<file path="config.mk">
export PLATFORM = sky130hd
export DESIGN_NAME = qphs_ctrl
export DESIGN_NICKNAME = d
export VERILOG_FILES = /design/src/rtl/qphs_pkg.sv /design/src/rtl/qphs_ctrl.sv
export SDC_FILE = /design/constraint.sdc
export NUM_CORES = 1
export LEC_CHECK = 0
export ABC_AREA = 0
export CORE_AREA = 2 2 39 41
export CTS_BUF_LIST = sky130_fd_sc_hd__clkbuf_8
export CTS_CLUSTER_DIAMETER = 80
export DETAILED_ROUTE_END_ITERATION = 6
export DIE_AREA = 0 0 41 43
export DONT_BUFFER_PORTS = 1
export GPL_ROUTABILITY_DRIVEN = 0
export PLACE_DENSITY = 0.68
export SLEW_MARGIN = 5
export SYNTH_ARGS = -nofsm -noshare
export SYNTH_HDL_FRONTEND = slang
export SYNTH_SLANG_ARGS = --single-unit
export TNS_END_PERCENT = 20
</file>
<file path="constraint.sdc">
create_clock -name clk -period 1.6 [get_ports clk]
set_input_delay 0.16 -clock clk [delete_from_list [all_inputs] [get_ports clk]]
set_output_delay 0.16 -clock clk [all_outputs]
set_load 0.02 [all_outputs]
</file>
<file path="src/rtl/qphs_pkg.sv">
// qphs_pkg: shared types and fixed codes of the quadratic probe hash table
// no dependencies; used by qphs_ctrl, qphs_dp and the top level
package qphs_pkg;

  // key bits folded into the home slot residue per hash cycle
  localparam int DIGIT_W = 4;
  // bits of slot state stored per entry
  localparam int SLOT_W  = 2;

  typedef enum logic [1:0] {
    MODE_LOOKUP = 2'd0,
    MODE_INSERT = 2'd1,
    MODE_REMOVE = 2'd2,
    MODE_CLEAR  = 2'd3
  } mode_t;

  typedef enum logic [SLOT_W-1:0] {
    SLOT_EMPTY = 2'd0,
    SLOT_LIVE  = 2'd1,
    SLOT_TOMB  = 2'd2
  } slot_t;

  typedef enum logic [1:0] {
    STAT_OK    = 2'd0,
    STAT_FULL  = 2'd1,
    STAT_LIMIT = 2'd2
  } rsp_status_t;

  typedef enum logic [3:0] {
    S_SWEEP_RST,
    S_IDLE,
    S_HASH,
    S_SWEEP_CLR,
    S_READ,
    S_CHECK,
    S_WRITE,
    S_RESULT
  } state_t;

  typedef enum logic [2:0] {
    RES_MISS,
    RES_HIT,
    RES_PLACED,
    RES_FULL,
    RES_LIMIT,
    RES_CLEAR
  } outcome_t;

  // controller to datapath
  typedef struct packed {
    logic     take;
    logic     hash_step;
    logic     probe_init;
    logic     mem_read;
    logic     probe_next;
    logic     sweep_init;
    logic     sweep_step;
    logic     mem_write;
    logic     wr_clear;
    logic     wr_tomb;
    logic     cnt_inc;
    logic     cnt_dec;
    logic     res_load;
    outcome_t outcome;
  } dp_cmd_t;

  // datapath to controller
  typedef struct packed {
    mode_t mode;
    logic  hash_last;
    logic  slot_empty;
    logic  slot_hit;
    logic  probe_last;
    logic  sweep_last;
    logic  table_full;
    logic  rsp_free;
  } dp_status_t;

endpackage

</file>
<file path="src/rtl/qphs_ctrl.sv">
// qphs_ctrl: operation sequencer of the hash table (sweep, hash, probe, write, result)
// depends on qphs_pkg
module qphs_ctrl (
  input  logic                 clk,
  input  logic                 rst,
  input  logic                 req_valid,
  output logic                 req_stall,
  input  qphs_pkg::dp_status_t st,
  output qphs_pkg::dp_cmd_t    cmd
);

  qphs_pkg::state_t   state, state_next;
  qphs_pkg::outcome_t outcome, outcome_next;

  // state and outcome registers
  always_ff @(posedge clk) begin
    if (rst) begin
      state   <= qphs_pkg::S_SWEEP_RST;
      outcome <= qphs_pkg::RES_MISS;
    end else begin
      state   <= state_next;
      outcome <= outcome_next;
    end
  end

  // next state and datapath commands
  always_comb begin
    state_next   = state;
    outcome_next = outcome;
    cmd          = '0;
    req_stall    = 1'b1;
    case (state)
      qphs_pkg::S_SWEEP_RST: begin
        cmd.mem_write  = 1'b1;
        cmd.wr_clear   = 1'b1;
        cmd.sweep_step = 1'b1;
        if (st.sweep_last) begin
          state_next = qphs_pkg::S_IDLE;
        end
      end
      qphs_pkg::S_IDLE: begin
        req_stall = 1'b0;
        if (req_valid) begin
          cmd.take   = 1'b1;
          state_next = qphs_pkg::S_HASH;
        end
      end
      qphs_pkg::S_HASH: begin
        if (st.mode == qphs_pkg::MODE_CLEAR) begin
          cmd.sweep_init = 1'b1;
          state_next     = qphs_pkg::S_SWEEP_CLR;
        end else begin
          cmd.hash_step = 1'b1;
          if (st.hash_last) begin
            cmd.probe_init = 1'b1;
            state_next     = qphs_pkg::S_READ;
          end
        end
      end
      qphs_pkg::S_SWEEP_CLR: begin
        cmd.mem_write  = 1'b1;
        cmd.wr_clear   = 1'b1;
        cmd.sweep_step = 1'b1;
        if (st.sweep_last) begin
          outcome_next = qphs_pkg::RES_CLEAR;
          state_next   = qphs_pkg::S_RESULT;
        end
      end
      qphs_pkg::S_READ: begin
        cmd.mem_read = 1'b1;
        state_next   = qphs_pkg::S_CHECK;
      end
      qphs_pkg::S_CHECK: begin
        if (st.slot_hit) begin
          outcome_next = qphs_pkg::RES_HIT;
          if (st.mode == qphs_pkg::MODE_INSERT || st.mode == qphs_pkg::MODE_REMOVE) begin
            state_next = qphs_pkg::S_WRITE;
          end else begin
            state_next = qphs_pkg::S_RESULT;
          end
        end else if (st.slot_empty) begin
          if (st.mode == qphs_pkg::MODE_INSERT) begin
            if (st.table_full) begin
              outcome_next = qphs_pkg::RES_FULL;
              state_next   = qphs_pkg::S_RESULT;
            end else begin
              outcome_next = qphs_pkg::RES_PLACED;
              state_next   = qphs_pkg::S_WRITE;
            end
          end else begin
            outcome_next = qphs_pkg::RES_MISS;
            state_next   = qphs_pkg::S_RESULT;
          end
        end else if (st.probe_last) begin
          outcome_next = qphs_pkg::RES_LIMIT;
          state_next   = qphs_pkg::S_RESULT;
        end else begin
          cmd.probe_next = 1'b1;
          state_next     = qphs_pkg::S_READ;
        end
      end
      qphs_pkg::S_WRITE: begin
        cmd.mem_write = 1'b1;
        if (st.mode == qphs_pkg::MODE_REMOVE) begin
          cmd.wr_tomb = 1'b1;
          cmd.cnt_dec = 1'b1;
        end else if (outcome == qphs_pkg::RES_PLACED) begin
          cmd.cnt_inc = 1'b1;
        end
        state_next = qphs_pkg::S_RESULT;
      end
      qphs_pkg::S_RESULT: begin
        if (st.rsp_free) begin
          cmd.res_load = 1'b1;
          state_next   = qphs_pkg::S_IDLE;
        end
      end
      default: begin
        state_next = qphs_pkg::S_SWEEP_RST;
      end
    endcase
    cmd.outcome = outcome;
  end

endmodule

</file>
### Word level (Yosys, flattened, before mapping)

Cells that the tools add are included.

* order comparisons: 0
* $mul: 0
* shift operators: 0
* add/sub/neg operators: 0
* multiplexer cells: 41
* eq/ne operators: 17
* reduce and logical (&&, ||, !) cells: 7
* bitwise gates (word level): 0
* divide/modulo/power cells: 0

Operator list (number)
* two-way mux 4 bit: 9
* case mux 4 bit (8 select lines): 1
* two-way mux 1 bit: 21
* two-way mux 3 bit: 6
* == test 4 x 3 -> 1 bit, second input constant: 4
* == test 4 x 2 -> 1 bit, second input constant: 2
* != test 2 bit, second input constant: 4
* two-way mux 2 bit: 3
* case mux 3 bit (2 select lines): 1
* AND reduction 5 bit: 1
* == test 2 bit, second input constant: 2
* == test 4 x 1 -> 1 bit, second input constant: 1
* logical NOT 4 bit: 1
* != test 4 bit, second input constant: 1
* == test 3 x 2 -> 1 bit, second input constant: 1
* != test 3 bit, second input constant: 1
* AND reduction 3 bit: 1
* OR reduction 3 bit: 1
* == test 2 x 1 -> 1 bit, second input constant: 1
* nonzero test 2 bit: 1
* OR reduction 2 bit: 1
* logical OR 1 bit: 1

* register bits after elaboration: 7
* memory bits (writable): 0
* memory bits (read-only): 0
* output and inout port bits: 17
* logic and storage cells: 67
* latch bits: 0
* memories kept: 0

### Logic depth before layout (Yosys ltp)

* word-level depth: 5
* gate-level depth with buffers: 6

### Worst setup path after synthesis

OpenSTA, ideal clock, no wires.

* path kind: register to output
* start point: register state[0]
* end point: output port cmd[8] in the netlist's numbering
* setup slack: 0.132 ns
* cell stages (with the launch flop): 5
* arrival time: 1.308 ns
* path buffers: 1
* cells stage by stage: dfxtp_1 > buf_2 > and2b_1 > nor3_2 > a21o_1

RTL lines
* start: declaration: line qphs_ctrl.sv:12 `qphs_pkg::state_t state, state_next;`
* start signal: assignment: line qphs_ctrl.sv:18 `state <= qphs_pkg::S_SWEEP_RST;`
* start signal: assignment: line qphs_ctrl.sv:21 `state <= state_next;`
* end: declaration: line qphs_ctrl.sv:9 `output qphs_pkg::dp_cmd_t cmd`

==> flow_metrics.env <==
export IMPL_min_from="rst"
export IMPL_max_freq_mhz=667
export IMPL_path_clk_slew_ns=0.04
export IMPL_clk_latency_ns=0.22
export IMPL_nets=95
export IMPL_status="finished clean"
export IMPL_cts_tree="built"
export IMPL_synth_seq_cells=6
export IMPL_drive_above_1_share_pct=29.5
export IMPL_syn_instance_count=71
export IMPL_final_area_um2=667
export IMPL_crit_type="reg2out"
export IMPL_pin_count=29
export IMPL_p_sw_share_pct=45.6
export IMPL_synth_area_um2=563
export IMPL_io_buffers=0
export IMPL_yosys_area_top_type="dfxtp_1"
export IMPL_rr_endpoint="state[2]$_SDFFE_PP0P_"
export IMPL_async_flop_share_pct=0
export IMPL_overflow=0
export IMPL_r2r_cells=5
export IMPL_ys_flop_type="dfxtp_1"
export IMPL_setup_tns_ns=0
export IMPL_combPwrFrac_pct=56.2
export IMPL_die_area_um2=1760
export IMPL_worstReg2RegStart="state[1]$_SDFFE_PP0P_"
export IMPL_grt_pass1_wl_um=2110
export IMPL_worstHoldPathType="in2reg"
export IMPL_hold_depth=1
export IMPL_yosysWarnings=0
export IMPL_period_share_pct=93.8
export IMPL_worstHoldEndpoint="outcome[0]$_SDFFE_PP0P_"
export IMPL_peakVddDrop_v=0.000707
export IMPL_ys_seq_area_share_pct=21.3
export IMPL_p_int_mw=0.636
export IMPL_p_sw_mw=0.533
export IMPL_postCtsSetupRepairBufs=0
export IMPL_avgRoutedWirePerCell_um=15.3
export IMPL_cts_root_buf="clkbuf_8"
export IMPL_die_h_um=43
export IMPL_hold_buffers=0
export IMPL_num_antenna_cells=0
export IMPL_core_area_um2=1380
export IMPL_drt_total_wl_um=1440
export IMPL_crit_required_ns=1.44
export IMPL_grt_pass1_vias=495
export IMPL_power_frac_seq_pct=24.4
export IMPL_rsz0062_at_grt="no"
export IMPL_period_needed_ns=1.50
export IMPL_relSlewSlack_pct=72.6
export IMPL_clk_path_buf_depth=2
export IMPL_postSynthAreaPerCell_um2=7.93
export IMPL_worst_pin_slew_ns=0.411
export IMPL_p_clk_share_pct=19.4
export IMPL_synth_top_area_share_pct=21.3
export IMPL_p_leak_nw=0.303
export IMPL_synth_edf_count=0
export IMPL_route_detailed_drc=0
export IMPL_htree_levels=1
export IMPL_die_x_um=41
export IMPL_hpwl_um=1100
export IMPL_cp_start_kind="register"
export IMPL_finClkSkew_ns=0.00179
export IMPL_antenna_found_initial=0
export IMPL_viasPerCell=6.14
export IMPL_antenna_left=0
export IMPL_cts_made_buffers=3
export IMPL_synth_most_common_cell="nor2_1"
export IMPL_cp_startpoint="state[2]$_SDFFE_PP0P_"
export IMPL_arrival_ns=1.34
export IMPL_grt_max_degree=11
export IMPL_fin_util_pct=48.2
export IMPL_cts_sinks=6
export IMPL_setup_viol=0
export IMPL_cp_slowest_cell="dfxtp_2"
export IMPL_ys_top_cells_by_area="dfxtp_1 21%, ha_1 6.7%, nor2_1 6.7%"
export IMPL_drtIter0Drc=11
export IMPL_slowest_delay_ns=0.36
export IMPL_drt_first_pass_iters=4
export IMPL_crit_chain="nand2b_2 > or2_2 > nor2_1 > buf_4"
export IMPL_power_density_nw_per_um2=1750
export IMPL_end_kind="primary output"
export IMPL_area_delta_synth_final_pct=18.4
export IMPL_synth_fp_nets=86
export IMPL_ys_types=33
export IMPL_rrSetupSlack_ns=0.15
export IMPL_synth_common_cells="10 x nor2_1, 6 x dfxtp_1"
export IMPL_track_usage_pct=17.9
export IMPL_cap_violations=0
export IMPL_hold_viol=0
export IMPL_vias=577
export IMPL_worstPathMaxFanout=8
export IMPL_placementRows=14
export IMPL_initial_utilization_pct=40.7
export IMPL_placed_cell_area_um2=621
export IMPL_drv_slew=0
## logic make-up after synthesis
logic type      share of synthesized area [%]
flops                                    21.3
simple gates                             40.2
compound gates                           21.8
fa+ha+maj                                6.67
buf+inv                                  8.00
mux                                      2.00
## worst max-delay path by stage
stage | cells after the start | end | slack [ns]
2_1_floorplan | 4 | cmd[8] | 0.13
3_3_place_gp | 4 | cmd[15] | 0.24
3_5_place_dp | 4 | cmd[15] | 0.21
4_1_cts | 4 | cmd[15] | 0.04
5_1_grt | 4 | cmd[15] | 0.05
6_report | 4 | cmd[15] | 0.1
## timing repair
action / CTS / global route
endpoints found under the setup margin: 1 / 1
resized for setup: 1 / 2
cloned: 0 / 0
pin swaps: 0 / 0
## power groups by stage
stage               combinational (mW)  sequential (mW)  clock, mW
floorplan                        0.560            0.230          0
global placement                 0.640            0.276          0
detailed placement               0.649            0.279          0
CTS                              0.654            0.280      0.228
global route                     0.724            0.293      0.238
finish                           0.657            0.285      0.227
## critical path, delay by kind of cell, from the launching register on
family	cells	cell delay, ns
simple gates	3	0.62
flops	1	0.36
buf+inv	1	0.14
## metal layers
metal | wire (um) | global-route usage (%) | part of all wire [%]
met5 | 0 | 0 | 0
met4 | 51 | 10.7 | 3.6
met3 | 108 | 3.14 | 7.5
met2 | 733 | 28.1 | 51
met1 | 542 | 21.4 | 38
## cell usage in the layout, fill, tap and decap left out, types with 3 or more instances in the layout
| cell type | n |
|---|---|
| buf_4 | 9 |
| inv_1 | 4 |
| o21a_1 | 4 |
| ha_1 | 3 |
| and3_1 | 4 |
| nor2_1 | 10 |
| nor3_1 | 4 |
| clkbuf_8 | 3 |
| nor3_2 | 3 |
| dfxtp_1 | 4 |
## sequential cells by signal (all words and copies together), names as in the netlist
name and flops:
outcome 3, state 3
## per-stage QoR
| stage | power, mW | worst slack, ns | cells | hold WS, ns |
|---|---|---|---|---|
| finish | 1.17 | 0.0999 | 94 | 0.00679 |
| global route | 1.26 | 0.0488 | 94 | 0.00519 |
| CTS | 1.16 | 0.0366 | 94 | 0.00704 |
| detailed placement | 0.928 | 0.212 | 91 | 0.236 |
| global placement | 0.915 | 0.240 | 91 | 0.235 |
| floorplan | 0.790 | 0.132 | 71 | 0.232 |
## layout make-up
| class | count | area, um2 |
|---|---|---|
| Clock buffer | 3 | 41.3 |
| Tap cell | 16 | 20.0 |
| Fill cell | 130 | 717 |
| Inverter | 4 | 15.0 |
| Multi-Input combinational cell | 56 | 400 |
| Timing Repair Buffer | 9 | 67.6 |
| Sequential cell | 6 | 123 |
Power figures use the tool's default switching activity.
